## src/hw/rtl/itmm_pkg.sv

```systemverilog
// ----------------------------------------------------------------------------
// itmm_pkg
// Shared types and constants for the tile mosaic mapper: transaction
// payloads, opcodes, register indexes and the frame store geometry.
// ----------------------------------------------------------------------------
`default_nettype none

package itmm_pkg;

   // Frame store geometry
   localparam int MAX_WIDTH  = 256;
   localparam int MAX_HEIGHT = 256;
   localparam int COL_W      = $clog2(MAX_WIDTH);
   localparam int ROW_W      = $clog2(MAX_HEIGHT);
   localparam int ADDR_W     = COL_W + ROW_W;
   localparam int MEM_DEPTH  = MAX_WIDTH * MAX_HEIGHT;

   // Register and field widths
   localparam int CFG_W   = 9;
   localparam int CSR_A_W = 2;
   localparam int PIX_W   = 32;
   localparam int POS_W   = 8;

   // Divider geometry: one quotient bit per cycle
   localparam int DIV_W = 9;
   localparam int CNT_W = $clog2(DIV_W + 1);

   // Size limits in register width
   localparam logic [CFG_W-1:0] MAX_W_CFG = CFG_W'(MAX_WIDTH);
   localparam logic [CFG_W-1:0] MAX_H_CFG = CFG_W'(MAX_HEIGHT);

   // Opcodes
   localparam logic OP_STORE = 1'b0;
   localparam logic OP_FETCH = 1'b1;

   // Register indexes
   localparam logic [CSR_A_W-1:0] CSR_TILE_FACTOR  = 2'd0;
   localparam logic [CSR_A_W-1:0] CSR_IMAGE_WIDTH  = 2'd1;
   localparam logic [CSR_A_W-1:0] CSR_IMAGE_HEIGHT = 2'd2;

   // Request transaction
   typedef struct packed {
      logic             opcode;
      logic [POS_W-1:0] column;
      logic [POS_W-1:0] row;
      logic [PIX_W-1:0] pixel_in;
   } itmm_req_type;

   // Response transaction
   typedef struct packed {
      logic [PIX_W-1:0] pixel_out;
      logic             out_of_range;
   } itmm_rsp_type;

endpackage

`default_nettype wire

```

## src/hw/rtl/itmm_div.sv

```systemverilog
// ----------------------------------------------------------------------------
// itmm_div
// Restoring divider that produces one quotient bit per cycle. Gives the
// quotient and remainder of two unsigned values; the divisor is never zero.
// ----------------------------------------------------------------------------
`default_nettype none

module itmm_div (
   input  wire                          clock,
   input  wire                          reset,
   input  wire                          start,
   input  wire  [itmm_pkg::DIV_W-1:0]   dividend,
   input  wire  [itmm_pkg::DIV_W-1:0]   divisor,
   output logic                         busy,
   output logic [itmm_pkg::DIV_W-1:0]   quotient,
   output logic [itmm_pkg::DIV_W-1:0]   remainder
);
   import itmm_pkg::*;

   logic [CNT_W-1:0] cnt_ff, cnt_in;
   logic [DIV_W-1:0] quo_ff, quo_in;
   logic [DIV_W-1:0] rem_ff, rem_in;
   logic [DIV_W-1:0] dsr_ff, dsr_in;
   logic [DIV_W:0]   shifted;
   logic [DIV_W+1:0] diff;

   // One trial subtraction per cycle
   always_comb begin
      shifted = {rem_ff, quo_ff[DIV_W-1]};
      diff    = {1'b0, shifted} - {2'b00, dsr_ff};
      cnt_in  = cnt_ff;
      quo_in  = quo_ff;
      rem_in  = rem_ff;
      dsr_in  = dsr_ff;
      if (start) begin
         cnt_in = CNT_W'(DIV_W);
         quo_in = dividend;
         rem_in = '0;
         dsr_in = divisor;
      end else if (cnt_ff != '0) begin
         cnt_in = cnt_ff - CNT_W'(1);
         if (!diff[DIV_W+1]) begin
            rem_in = diff[DIV_W-1:0];
            quo_in = {quo_ff[DIV_W-2:0], 1'b1};
         end else begin
            rem_in = shifted[DIV_W-1:0];
            quo_in = {quo_ff[DIV_W-2:0], 1'b0};
         end
      end
   end

   always_ff @(posedge clock) begin
      if (reset) begin
         cnt_ff <= '0;
      end else begin
         cnt_ff <= cnt_in;
      end
      quo_ff <= quo_in;
      rem_ff <= rem_in;
      dsr_ff <= dsr_in;
   end

   assign busy      = (cnt_ff != '0);
   assign quotient  = quo_ff;
   assign remainder = rem_ff;

endmodule

`default_nettype wire

```

## src/hw/rtl/itmm_axis.sv

```systemverilog
// ----------------------------------------------------------------------------
// itmm_axis
// Maps one output coordinate along one axis to its source coordinate.
// Works out the wide tile extent and the count of wide tiles, finds the
// local offset within the tile and scales it by the tile factor.
// ----------------------------------------------------------------------------
`default_nettype none

module itmm_axis (
   input  wire                          clock,
   input  wire                          reset,
   input  wire                          start,
   input  wire  [itmm_pkg::POS_W-1:0]   pos,
   input  wire  [itmm_pkg::CFG_W-1:0]   size,
   input  wire  [itmm_pkg::CFG_W-1:0]   factor,
   output logic                         busy,
   output logic [itmm_pkg::POS_W-1:0]   src
);
   import itmm_pkg::*;

   localparam logic [2:0] A_IDLE  = 3'd0;
   localparam logic [2:0] A_DIV1  = 3'd1;
   localparam logic [2:0] A_MUL   = 3'd2;
   localparam logic [2:0] A_SEL   = 3'd3;
   localparam logic [2:0] A_DIV2  = 3'd4;
   localparam logic [2:0] A_SCALE = 3'd5;

   logic [2:0]         state_ff, state_in;
   logic [POS_W-1:0]   pos_ff;
   logic [CFG_W-1:0]   n_ff;
   logic [CFG_W-1:0]   big_ff;
   logic [CFG_W-1:0]   spread_ff;
   logic [CFG_W-1:0]   prod_ff;
   logic [POS_W-1:0]   local_ff;
   logic [POS_W-1:0]   src_ff;

   logic               div_start;
   logic [DIV_W-1:0]   div_dividend;
   logic [DIV_W-1:0]   div_divisor;
   logic               div_busy;
   logic [DIV_W-1:0]   div_quo;
   logic [DIV_W-1:0]   div_rem;

   logic [2*CFG_W-1:0] prod_full;
   logic [POS_W+CFG_W-1:0] scaled;
   logic               in_wide;
   logic [CFG_W-1:0]   rest;

   itmm_div u_div (
      .clock     (clock),
      .reset     (reset),
      .start     (div_start),
      .dividend  (div_dividend),
      .divisor   (div_divisor),
      .busy      (div_busy),
      .quotient  (div_quo),
      .remainder (div_rem)
   );

   // Product of wide count and wide extent never exceeds the size.
   assign prod_full = (2*CFG_W)'(spread_ff) * (2*CFG_W)'(big_ff);
   assign scaled    = (POS_W+CFG_W)'(local_ff) * (POS_W+CFG_W)'(n_ff);
   assign in_wide   = ({1'b0, pos_ff} < prod_ff);
   assign rest      = {1'b0, pos_ff} - prod_ff;

   // Sequencer: size/n, then the local offset modulo the tile extent
   always_comb begin
      state_in     = state_ff;
      div_start    = 1'b0;
      div_dividend = size;
      div_divisor  = factor;
      unique case (state_ff)
         A_IDLE: begin
            if (start) begin
               div_start = 1'b1;
               state_in  = A_DIV1;
            end
         end
         A_DIV1: begin
            if (!div_busy) begin
               state_in = A_MUL;
            end
         end
         A_MUL: begin
            state_in = A_SEL;
         end
         A_SEL: begin
            if (in_wide) begin
               div_start    = 1'b1;
               div_dividend = {1'b0, pos_ff};
               div_divisor  = big_ff;
               state_in     = A_DIV2;
            end else if (big_ff == CFG_W'(1)) begin
               // Narrow tiles are empty: the offset is zero.
               state_in = A_SCALE;
            end else begin
               div_start    = 1'b1;
               div_dividend = rest;
               div_divisor  = big_ff - CFG_W'(1);
               state_in     = A_DIV2;
            end
         end
         A_DIV2: begin
            if (!div_busy) begin
               state_in = A_SCALE;
            end
         end
         A_SCALE: begin
            state_in = A_IDLE;
         end
         default: begin
            state_in = A_IDLE;
         end
      endcase
   end

   always_ff @(posedge clock) begin
      if (reset) begin
         state_ff <= A_IDLE;
      end else begin
         state_ff <= state_in;
      end
   end

   // Datapath registers
   always_ff @(posedge clock) begin
      if (state_ff == A_IDLE && start) begin
         pos_ff <= pos;
         n_ff   <= factor;
      end
      if (state_ff == A_DIV1 && !div_busy) begin
         big_ff    <= div_quo + CFG_W'(div_rem != '0);
         spread_ff <= (div_rem == '0) ? n_ff : div_rem;
      end
      if (state_ff == A_MUL) begin
         prod_ff <= prod_full[CFG_W-1:0];
      end
      if (state_ff == A_SEL && !in_wide && big_ff == CFG_W'(1)) begin
         local_ff <= '0;
      end
      if (state_ff == A_DIV2 && !div_busy) begin
         local_ff <= div_rem[POS_W-1:0];
      end
      if (state_ff == A_SCALE) begin
         src_ff <= (scaled > (POS_W+CFG_W)'(MAX_WIDTH - 1)) ? '1 : scaled[POS_W-1:0];
      end
   end

   assign busy = (state_ff != A_IDLE);
   assign src  = src_ff;

endmodule

`default_nettype wire

```

## config.mk

```make
export PLATFORM = sky130hd
export DESIGN_NAME = itmm_axis
export DESIGN_NICKNAME = d
export VERILOG_FILES = /design/src/hw/rtl/itmm_pkg.sv /design/src/hw/rtl/itmm_div.sv /design/src/hw/rtl/itmm_axis.sv
export SDC_FILE = /design/constraint.sdc
export NUM_CORES = 1
export LEC_CHECK = 0
export BUFFER_PORTS_ARGS = -buffer_cell sky130_fd_sc_hd__buf_2
export CELL_PAD_IN_SITES_DETAIL_PLACEMENT = 0
export CELL_PAD_IN_SITES_GLOBAL_PLACEMENT = 2
export CORE_MARGIN = 5
export CORE_UTILIZATION = 41
export CTS_CLUSTER_SIZE = 25
export DETAILED_ROUTE_END_ITERATION = 6
export PLACE_DENSITY = 0.87
export SLEW_MARGIN = 20
export SYNTH_ARGS = -nofsm -noshare
export SYNTH_HDL_FRONTEND = slang
export SYNTH_SLANG_ARGS = --single-unit
```

## constraint.sdc

```tcl
create_clock -name clock -period 5.75 [get_ports clock]
set_input_delay 0.575 -clock clock [delete_from_list [all_inputs] [get_ports clock]]
set_output_delay 0.575 -clock clock [all_outputs]
set_load 0.01 [all_outputs]
```

Yosys cells after proc, flatten, opt, wreduce, memory -nomap -nowiden
Index checks and enable logic that the tools add are counted.
Storage, ports and cells
  register bits: 94
  bits of input ports: 29
  output and inout port bits: 9
  word-level logic and storage cells: 72
Operators by class
  add/sub/neg operators: 5
  multiply operators: 2
  $lt $le $gt $ge: 2
  eq/ne operators: 9
  mux-type cells: 25
  reductions and logical operators: 16
Operator list (count)
  $mux W9: 10
  $gt A17 B8 Y1 const B: 1
  $mul A8 B9 Y17: 1
  $mux W8: 2
  $pmux W3 S5: 1
  $sub A10 B9 Y11: 1
  $add A9 B1 Y9: 1
  $eq A9 B1 Y1 const B: 1
  $logic_not A9 Y1: 1
  $lt A8 B9 Y1: 1
  $mul A9 B9 Y9: 1
  $mux W3: 3
  $reduce_bool A9 Y1: 1
  $sub A8 B9 Y9: 1
  $sub A9 B1 Y9 const B: 1
  $mux W4: 2
  $eq A3 B2 Y1 const B: 2
  $eq A3 B3 Y1 const B: 2
  $mux W1: 6
  $ne A2 B2 Y1 const B: 3
  $logic_and A1 B1 Y1: 5
  $reduce_bool A2 Y1: 2
  $reduce_bool A4 Y1: 1
  $sub A4 B1 Y4 const B: 1
  7 further kinds: 8

Longest topological paths before layout
Gate-level depths: netlist of the first run.
  depth in word-level cells: 6
  gate-level depth with buffers: 18
  depth with buffers taken out: 17

Modules after synthesis
A second synthesis of the first run with hierarchy kept.
Unflattened totals
  cell total of the unflattened synthesis: 867
  area total of the unflattened synthesis: 8584.5 µm²
By module, submodules not included
  itmm_axis: times used 1, cells each 706, area an instance 6882.9 µm², seq. area each 1861.8 µm²
  itmm_div: times used 1, cells each 161, area an instance 1701.6 µm², seq. area each 800.8 µm²

Worst setup path before layout of the first run
Ideal clock, no wire load.
  path type: reg2reg
  start point: register local_ff[7]
  end point: register src_ff[4], in the netlist src[4], data pin
  library setup time: 0.272 ns
  arrival time: 4.975 ns
  data required time: 5.478 ns
  slack: 0.503 ns
  stages on the path, launching flop included: 17
  buffers on the path: 1
  clock period less this slack: 5.247 ns
  cells stage by stage: edfxtp_1 and2_1 fa_1 fa_1 fa_1 inv_1 fa_1 inv_1 ha_1 buf_6 a21oi_4 xnor2_1 a211oi_2 a21oi_1 or3_4 a2111o_1 or4_1
Between the ends
  longest elaborated chain between the ends: 2
RTL lines
  start: declaration: RTL line itmm_axis.sv:34  | logic [POS_W-1:0] local_ff;
  start signal: assignment: RTL line itmm_axis.sv:142  | local_ff <= div_rem[POS_W-1:0];
  $mul A8 B9 Y17: RTL line itmm_axis.sv:62  | assign scaled = (POS_W+CFG_W)'(local_ff) * (POS_W+CFG_W)'(n_ff);
  $gt A17 B8 Y1: RTL line itmm_axis.sv:145  | src_ff <= (scaled > (POS_W+CFG_W)'(MAX_WIDTH - 1)) ? '1 : scaled[POS_W-1:0];
  end signal: assignment: RTL line itmm_axis.sv:145
  end: declaration: RTL line itmm_axis.sv:35  | logic [POS_W-1:0] src_ff;
No other way between the ends.
A chain may end at the register's enable or synchronous reset.

Worst setup path after layout of the first run
  start point: register n_ff[4]
  end point: register src_ff[3], in the netlist src[3], data pin
Between the ends
  longest elaborated chain between the ends: 2
RTL lines
  start: declaration: RTL line itmm_axis.sv:30  | logic [CFG_W-1:0] n_ff;
  start signal: assignment: RTL line itmm_axis.sv:129  | n_ff <= factor;
  $mul A8 B9 Y17: RTL line itmm_axis.sv:62
  $gt A17 B8 Y1: RTL line itmm_axis.sv:145
No other way between the ends.

==> reports/metrics.csv, run 1 <==
metric,value,unit
Post-synth EDFFs,78,
clk root buf,clkbuf_16,
fmax,181,MHz
cts hold-fix bufs,0,
Final Critical Period,5540,ps
Area Growth Syn to Fin,10.4,%
Yosys top cell by area,edfxtp_1,
first-pass GRT wire length,31500,um
Yosys reg bits,94,
Syn Inst Count,867,
top-area cell type share of the netlist area,27.9,%
Top Family by Delay on Critical Path,adder cells,
H-Tree Depth,3,
hold crit path type,input port to flip-flop,
slew margin rel.,40.0,%
crit path DAT,5630,ps
Post-synth top flop,edfxtp_1,
mean routed wirelength per cell,16.3,um
GR Util met3,2.86,%
met1 Use GR,24.1,%
Final Cycle Share,96.3,%
full die area,23400,um2
maxcap violations,0,
"Seq/Total Area, Yosys",31.7,%
# IOs,38,
Post-synth ARST share,0,%
Placer Congestion,0.819,
Die X,153,um
DR pass1 iterations,6,
CTS tree,built,
kind of critical path,flip-flop to flip-flop,
CTS buffer count,9,
largest net degree at the start of global routing,31,
Worst Reg-to-Reg Cells,16,
initial antenna violation count,0,
GRT busiest layer,met2,
Syn Nets,1034,
WP buf/inv,3,
vias in the first global route,5921,
First DRT Iteration DRCs,334,
maximum clock path buffer count,2,
routed vias,6087,
row cnt,52,
RSZ-0062 raised after global routing,no,
Initial Util,41.6,%
mapped cell area,8390,um2
Post-synth top cells,"119 x inv_1, 94 x and2_1, 78 x edfxtp_1, 76 x ha_1, 71 x nand2_1",
Least-Margin Pin Slew,898,ps
clk_lat worst skew,360,ps
Critical Path Start Type,flip-flop,
crit end category,flip-flop,
Final Hold Fails,0,
worst path required time,5840,ps
# clock sinks,94,
cells along the critical path,buf_4 > and2_1 > fa_1 > fa_1 > fa_1 > inv_1 > fa_1 > inv_1 > ha_1 > o21a_1 > o21ai_1 > a32oi_1 > nand3_1 > or3_4 > a2111o_1 > or4_1,
HP Start,pos[3],
global-route met2 utilization,26.4,%
Synth Warn #,0,
Antenna Nets Post-Route,0,
FF-to-FF Start,n_ff[4],
layout cell share with drive strength beyond 1,9.36,%
# diodes,0,
synthesized area per cell,9.68,um2
Worst-path clk slew,80,ps
distinct cell type count after synthesis,62,
"Slowest-stage cell, CP",fa_1,
Routed WL,19400,um
Core ar.,20200,um2
most frequent CP cell,fa_1,
port buffer count,37,
skew final,15.2,ps
Final Setup Violations,0,
DP HPWL,15100,um
GRT Total Usage,16.6,%
fin nets,1081,
GRT overflow,0,
Worst Hold Depth,1,
WP depth,16,
Die H,153,um
Crit path largest cell delay,540,ps
crit-path max FO,7,
vias per cell,5.12,
# DRC,0,
beginning of the critical path,n_ff[4],
fin. max-slew vios,0,
most frequent cell after synthesis,inv_1,
main area contributors after synthesis,"edfxtp_1 28%, fa_1 15%, ha_1 11%",
status,completed,
setup_tns,0,ps
-- stage by stage --
stage	instances	hold slack [ps]	area, um2	util [%]	setup slack, ps
floorplan	867	477	8390	-	503
global placement	1167	507	8930	44.3	292
detailed placement	1167	511	8930	44.3	196
CTS	1183	370	9220	45.7	175
global route	1189	367	9270	46.0	44.3
finish	1189	383	9270	46.0	210
-- final cells by class --
| class | instances | area, um2 |
|---|---|---|
| Timing Repair Buffer | 57 | 335 |
| Clock buffer | 9 | 225 |
| Fill cell | 1967 | 10900 |
| Inverter | 121 | 454 |
| Sequential cell | 94 | 2660 |
| Multi-Input combinational cell | 631 | 5190 |
| Tap cell | 270 | 338 |
| Clock inverter | 7 | 61.3 |
-- placed cells by master, fill, tap and decap left out, drive strengths merged, types with 4 or more instances in the layout --
cell       n
o22a       8
or3        5
inv      125
o211ai     6
nand2     71
or4        4
and2      94
a211oi    17
buf       57
or2        4
o2bb2ai    5
nor2b      5
o31ai      6
xor2       9
nand4      9
dfxtp     16
xnor2     28
nor3      12
edfxtp    78
mux2i      5
nor4       7
o21ai     26
a21oi     42
fa        62
o21a       7
a31oi     13
clkbuf     9
nor2      51
a21o      12
ha        76
nand2b     6
o21bai     6
-- cells by family after synthesis --
kind of cell    Yosys count  share of synthesized area (%)
xor+xnor                 37                           3.86
simple gates            284                           17.7
mux                       6                          0.730
buf+inv                 142                           6.44
flops                    94                           31.7
compound gates          166                           13.4
fa+ha+maj               138                           26.1
-- routing by layer --
metal | part of all wire (%) | vias up | wire, um
met5 | 0 | - | 0
met4 | 0.90 | 0 | 174
met3 | 3.9 | 9 | 749
met2 | 46 | 121 | 8960
met1 | 49 | 2882 | 9530
li1 | - | 3075 | -
-- repair_timing --
item | in CTS | in global routing
endpoints found under the hold margin | 0 | 0
endpoints found under the setup margin | 0 | 4
resized for setup | 0 | 1
setup buffers | 0 | 6
-- worst reg2reg max path, cell delays in order (launching register included) --
cell      delay, ps
edfxtp_1        500
buf_4           190
and2_1          160
fa_1            500
fa_1            530
fa_1            540
inv_1            50
fa_1            530
inv_1            40
ha_1            370
o21a_1          150
o21ai_1          60
a32oi_1         200
nand3_1         130
or3_4           390
a2111o_1        440
or4_1           480
-- flip-flops by register name, indices dropped and copies added, names as in the netlist, 8 cells and up --
register         cells
big_ff               9
n_ff                 9
prod_ff              9
spread_ff            9
u_div.dsr_ff         9
u_div.quotient       9
u_div.remainder      9
local_ff             8
pos_ff               8
src                  8
-- worst paths after layout --
kind	end	slack, ps
worst max-delay path	src[3]	210
worst max register to register	src[3]	210
worst min-delay path	pos_ff[3]	380
worst min register to register	u_div.cnt_ff[1]	520
Power of run 1 is left out: the tool's default activity adds up to more than one toggle a clock period on the data nets, which glitch-free logic cannot reach.
==> inputs of run 2 (changes only) <==
--- a/config.mk
+++ b/config.mk
@@ -8,7 +8,6 @@
 export BUFFER_PORTS_ARGS = -buffer_cell sky130_fd_sc_hd__buf_2
 export CELL_PAD_IN_SITES_DETAIL_PLACEMENT = 0
 export CELL_PAD_IN_SITES_GLOBAL_PLACEMENT = 2
-export CORE_MARGIN = 5
 export CORE_UTILIZATION = 41
 export CTS_CLUSTER_SIZE = 25
 export DETAILED_ROUTE_END_ITERATION = 6
==> reports/metrics.csv, run 2 (same netlist as run 1, synthesis figures left out) <==
metric,value,unit,change
fin. max-slew vios,0,,unchanged
kind of critical path,flip-flop to flip-flop,,unchanged
minimum hold slack,392,ps,was 383 ps
setup_tns,0,ps,unchanged
final setup margin,260,ps,was 210 ps
# clock sinks,94,,unchanged
Fillers,1947,,was 1967
vias per cell,5.26,,was 5.12
clk_lat worst skew,350,ps,was 360 ps
# IOs,38,,unchanged
clk root buf,clkbuf_16,,unchanged
Placer Congestion,0.814,,was 0.819
hold crit path type,input port to flip-flop,,unchanged
dpl ws,262,ps,was 196 ps
crit-path max FO,9,,was 7
Die X,145,um,was 153 um
GRT overflow,0,,unchanged
Final Critical Period,5490,ps,was 5540 ps
postcts setup bufs,0,,unchanged
cts hold-fix bufs,0,,unchanged
DP HPWL,15200,um,was 15100 um
maximum clock path buffer count,2,,unchanged
vias in the first global route,5952,,was 5921
# DRC,0,,unchanged
worst path required time,5830,ps,was 5840 ps
first-pass GRT wire length,31600,um,was 31500 um
Least-Margin Pin Slew,1010,ps,was 898 ps
Die H,145,um,was 153 um
mean routed wirelength per cell,16.4,um,was 16.3 um
"commonest non-fill, non-tap cell in the layout",inv_1,,unchanged
row cnt,51,,was 52
First DRT Iteration DRCs,335,,was 334
initial antenna violation count,0,,unchanged
FF+latch area,2660,um2,unchanged
H-Tree Depth,3,,unchanged
Multi-input gate area,5200,um2,was 5190 um2
routed vias,6188,,was 6087
maxcap violations,0,,unchanged
layout cell share with drive strength beyond 1,8.66,%,was 9.36%
CTS tree,built,,unchanged
full die area,21000,um2,was 23400 um2
Worst-path clk slew,70,ps,was 80 ps
Antenna Nets Post-Route,0,,unchanged
fin nets,1074,,was 1081
Final Hold Fails,0,,unchanged
Resized cells post-CTS,0,,unchanged
slew margin rel.,32.7,%,was 40.0%
crit end category,flip-flop,,unchanged
GRT Total Usage,19.0,%,was 16.6%
Initial Util,42.4,%,was 41.6%
most frequent cells in the layout,"119 x inv_1, 94 x and2_1, 78 x edfxtp_1, 76 x ha_1, 71 x nand2_1",,"was 119 x inv_1, 94 x and2_1, 78 x edfxtp_1, 75 x ha_1, 71 x nand2_1"
Routed WL,19300,um,was 19400 um
port buffer count,37,,unchanged
Critical Path Start Type,flip-flop,,unchanged
DR pass1 iterations,5,,was 6
fmax,182,MHz,was 181 MHz
# diodes,0,,unchanged
Final Cycle Share,95.5,%,was 96.3%
Area Growth Syn to Fin,10.4,%,about the same
RSZ-0062 raised after global routing,no,,unchanged
status,completed,,unchanged
skew final,13.1,ps,was 15.2 ps
Core ar.,19800,um2,was 20200 um2
largest net degree at the start of global routing,33,,was 31
Final Setup Violations,0,,unchanged
CTS buffer count,9,,unchanged
crit path DAT,5570,ps,was 5630 ps
==> run 2: final cells by class <==
type | count | area share (%)
Clock buffer | 13 | 3.05
Clock inverter | 3 | 0.513
Inverter | 121 | 4.90
Multi-Input combinational cell | 631 | 56.2
Sequential cell | 94 | 28.7
Tap cell | 265 | 3.58
Timing Repair Buffer | 50 | 3.05
==> run 2: final timing paths <==
path	from	slack (ps)	cells past startpoint	to
worst min-delay path	pos[5]	390	1	pos_ff[5]
worst max-delay path	local_ff[7]	260	15	src[2]
worst max register to register	local_ff[7]	260	15	src[2]
worst min register to register	u_div.cnt_ff[1]	520	2	u_div.cnt_ff[1]
==> run 2: critical path: stages (launching register included) <==
cell and delay (ps):
edfxtp_1 490, and2_1 220, fa_1 500, fa_1 520, fa_1 540, inv_1 50
fa_1 520, inv_1 40, ha_1 410, a21oi_4 200, xnor2_1 90, a211oi_2 230
a21oi_1 90, or3_4 400, a2111o_1 440, or4_1 480
==> run 2: per-stage QoR <==
| step | cells | cell area, um2 | util (%) |
|---|---|---|---|
| 3_3_place_gp | 1161 | 8930 | 45.1 |
| 2_1_floorplan | 867 | 8390 | - |
| 6_report | 1177 | 9260 | 46.8 |
| 5_1_grt | 1177 | 9260 | 46.8 |
| 3_5_place_dp | 1161 | 8930 | 45.1 |
| 4_1_cts | 1177 | 9260 | 46.8 |
==> run 2: layer usage <==
| layer | global-route usage [%] | vias up | wire [um] |
|---|---|---|---|
| met5 | 0 | - | 0 |
| met4 | 3.32 | 0 | 162 |
| met3 | 2.77 | 11 | 629 |
| met2 | 28.8 | 115 | 8440 |
| met1 | 28.7 | 3005 | 10100 |
| li1 | - | 3057 | - |
Power of run 2 is left out for the same reason.
==> inputs of run 3 (changes only) <==
--- a/config.mk
+++ b/config.mk
@@ -8,10 +8,10 @@
 export BUFFER_PORTS_ARGS = -buffer_cell sky130_fd_sc_hd__buf_2
 export CELL_PAD_IN_SITES_DETAIL_PLACEMENT = 0
 export CELL_PAD_IN_SITES_GLOBAL_PLACEMENT = 2
-export CORE_UTILIZATION = 41
+export CORE_UTILIZATION = 37
 export CTS_CLUSTER_SIZE = 25
 export DETAILED_ROUTE_END_ITERATION = 6
-export PLACE_DENSITY = 0.87
+export PLACE_DENSITY = 0.84
 export SLEW_MARGIN = 20
 export SYNTH_ARGS = -nofsm -noshare
 export SYNTH_HDL_FRONTEND = slang
==> constraint.sdc (replaced) <==
create_clock -name clock -period 4.7 [get_ports clock]
set_input_delay 0.47 -clock clock [delete_from_list [all_inputs] [get_ports clock]]
set_output_delay 0.47 -clock clock [all_outputs]
set_load 0.01 [all_outputs]
==> reports/metrics.csv, run 3 (same netlist as run 1, synthesis figures left out) <==
metric,value,unit,change
CTS tree,built,,unchanged
maxcap violations,0,,unchanged
failing checks,"design-rule violations, negative setup slack",,
skew final,12.5,ps,was 13.1 ps
clk_lat worst skew,350,ps,about the same
vias per cell,5.03,,was 5.26
"commonest non-fill, non-tap cell in the layout",inv_1,,unchanged
"Slowest-stage cell, CP",fa_1,,unchanged
RSZ-0062 raised after global routing,yes,,was no
# DRC,2,,was 0
# clock sinks,94,,unchanged
Fillers,2150,,was 1947
Crit path largest cell delay,570,ps,was 540 ps
most frequent CP cell,fa_1,,unchanged
DR pass1 iterations,7,,was 5
GRT Total Usage,17.7,%,was 19.0%
cells along the critical path,and2_4 > fa_1 > fa_1 > fa_1 > inv_1 > fa_1 > inv_2 > ha_4 > or3_1 > o211ai_1 > nand2_1 > xor2_1 > a2111o_1 > or4_1,,was and2_1 > fa_1 > fa_1 > fa_1 > inv_1 > fa_1 > inv_1 > ha_1 > a21oi_4 > xnor2_1 > a211oi_2 > a21oi_1 > or3_4 > a2111o_1 > or4_1
Least-Margin Pin Slew,763,ps,was 1010 ps
# diodes,0,,unchanged
fin nets,1135,,was 1074
Top Family by Delay on Critical Path,adder cells,,unchanged
minimum hold slack,284,ps,was 392 ps
crit end category,flip-flop,,unchanged
Final Hold Fails,0,,unchanged
row cnt,54,,was 51
dpl ws,-419,ps,was 262 ps
Critical Path Start Type,flip-flop,,unchanged
maximum clock path buffer count,2,,unchanged
Antenna Nets Post-Route,0,,unchanged
Final Cycle Share,108,%,was 95.5%
H-Tree Depth,3,,unchanged
vias in the first global route,6461,,was 5952
Final Setup Violations,8,,was 0
Die H,153,um,was 145 um
crit-path max FO,8,,was 9
mean routed wirelength per cell,15.7,um,was 16.4 um
WP buf/inv,2,,unchanged
Initial Util,38.1,%,was 42.4%
cts hold-fix bufs,0,,unchanged
initial antenna violation count,0,,unchanged
First DRT Iteration DRCs,331,,was 335
Finished Layout Cells,1253,,was 1177
routed vias,6301,,was 6188
fin. max-slew vios,0,,unchanged
kind of critical path,flip-flop to flip-flop,,unchanged
Placer Congestion,0.813,,was 0.814
largest net degree at the start of global routing,26,,was 33
fmax,197,MHz,was 182 MHz
Worst-path clk slew,70,ps,about the same
worst path required time,4790,ps,was 5830 ps
DP HPWL,15400,um,was 15200 um
Final Critical Period,5070,ps,was 5490 ps
full die area,23300,um2,was 21000 um2
# IOs,38,,unchanged
hold crit path type,input port to flip-flop,,unchanged
CTS buffer count,9,,unchanged
crit path DAT,5160,ps,was 5570 ps
placed insts,1229,,was 1161
slew margin rel.,49.0,%,was 32.7%
first-pass GRT wire length,32700,um,was 31600 um
GRT overflow,0,,unchanged
port buffer count,37,,unchanged
Area Growth Syn to Fin,17.2,%,was 10.4%
layout cell share with drive strength beyond 1,16.9,%,was 8.66%
Core ar.,22000,um2,was 19800 um2
status,"finished, violations left",,was completed
clk root buf,clkbuf_16,,unchanged
Routed WL,19600,um,was 19300 um
final setup margin,-369,ps,was 260 ps
most frequent cells in the layout,"116 x inv_1, 80 x and2_1, 78 x edfxtp_1, 74 x buf_4, 72 x ha_1",,"was 119 x inv_1, 94 x and2_1, 78 x edfxtp_1, 76 x ha_1, 71 x nand2_1"
Die X,153,um,was 145 um
run 3: changes by cell type in the layout (fill, tap and decap cells not counted), sizes merged:
cell | before | now
clkbuf | 13 | 10
clkinv | 1 | 2
buf | 50 | 111
bufinv | 1 | 2
inv | 122 | 123
run 3: worst paths after layout:
path | from | to | slack [ps] | cells past startpoint
setup / recovery | n_ff[2] | src[2] | -370 | 14
hold / removal | pos[4] | pos_ff[4] | 280 | 1
hold reg to reg | u_div.cnt_ff[1] | u_div.cnt_ff[1] | 530 | 2
setup reg to reg | n_ff[2] | src[2] | -370 | 14
run 3: worst reg2reg max path, stage by stage (launching register included):
cell	delay, ps
edfxtp_1	520
and2_4	200
fa_1	570
fa_1	430
fa_1	490
inv_1	50
fa_1	490
inv_2	40
ha_4	160
or3_1	370
o211ai_1	280
nand2_1	110
xor2_1	170
a2111o_1	440
or4_1	480
run 3: final cells by class:
class	instances	area [um2]	share of cell area, %
multi-input combinational	631	5310	53.9
sequential	94	2660	27.1
timing repair buffer	111	741	7.53
inverter	121	454	4.62
tap	280	350	3.56
clock buffer	10	229	2.33
clock inverter	6	93.8	0.954
run 3: layer usage:
metal	vias to the layer above	track usage (%)	routed length [um]
li1	3173	-	-
met1	2988	23.4	9150
met2	123	29.8	9270
met3	17	2.93	950
met4	0	4.91	274
met5	-	0	0
run 3: timing repair:
item                                   in CTS  in global routing
gates resized for setup                    10                  2
endpoints found under the hold margin       0                  0
setup buffers                               7                  1
setup endpoints to repair                   8                  8
pin swaps                                  10                  1
run 3: metrics by stage:
stage | utilization [%] | cell area, um2 | setup TNS (ps)
finish | 44.7 | 9840 | -2000
global route | 44.7 | 9840 | -3590
CTS | 44.6 | 9820 | -1920
detailed placement | 42.7 | 9410 | -2900
global placement | 42.7 | 9410 | -2340
floorplan | - | 8470 | -614
Power of run 3 is left out for the same reason.
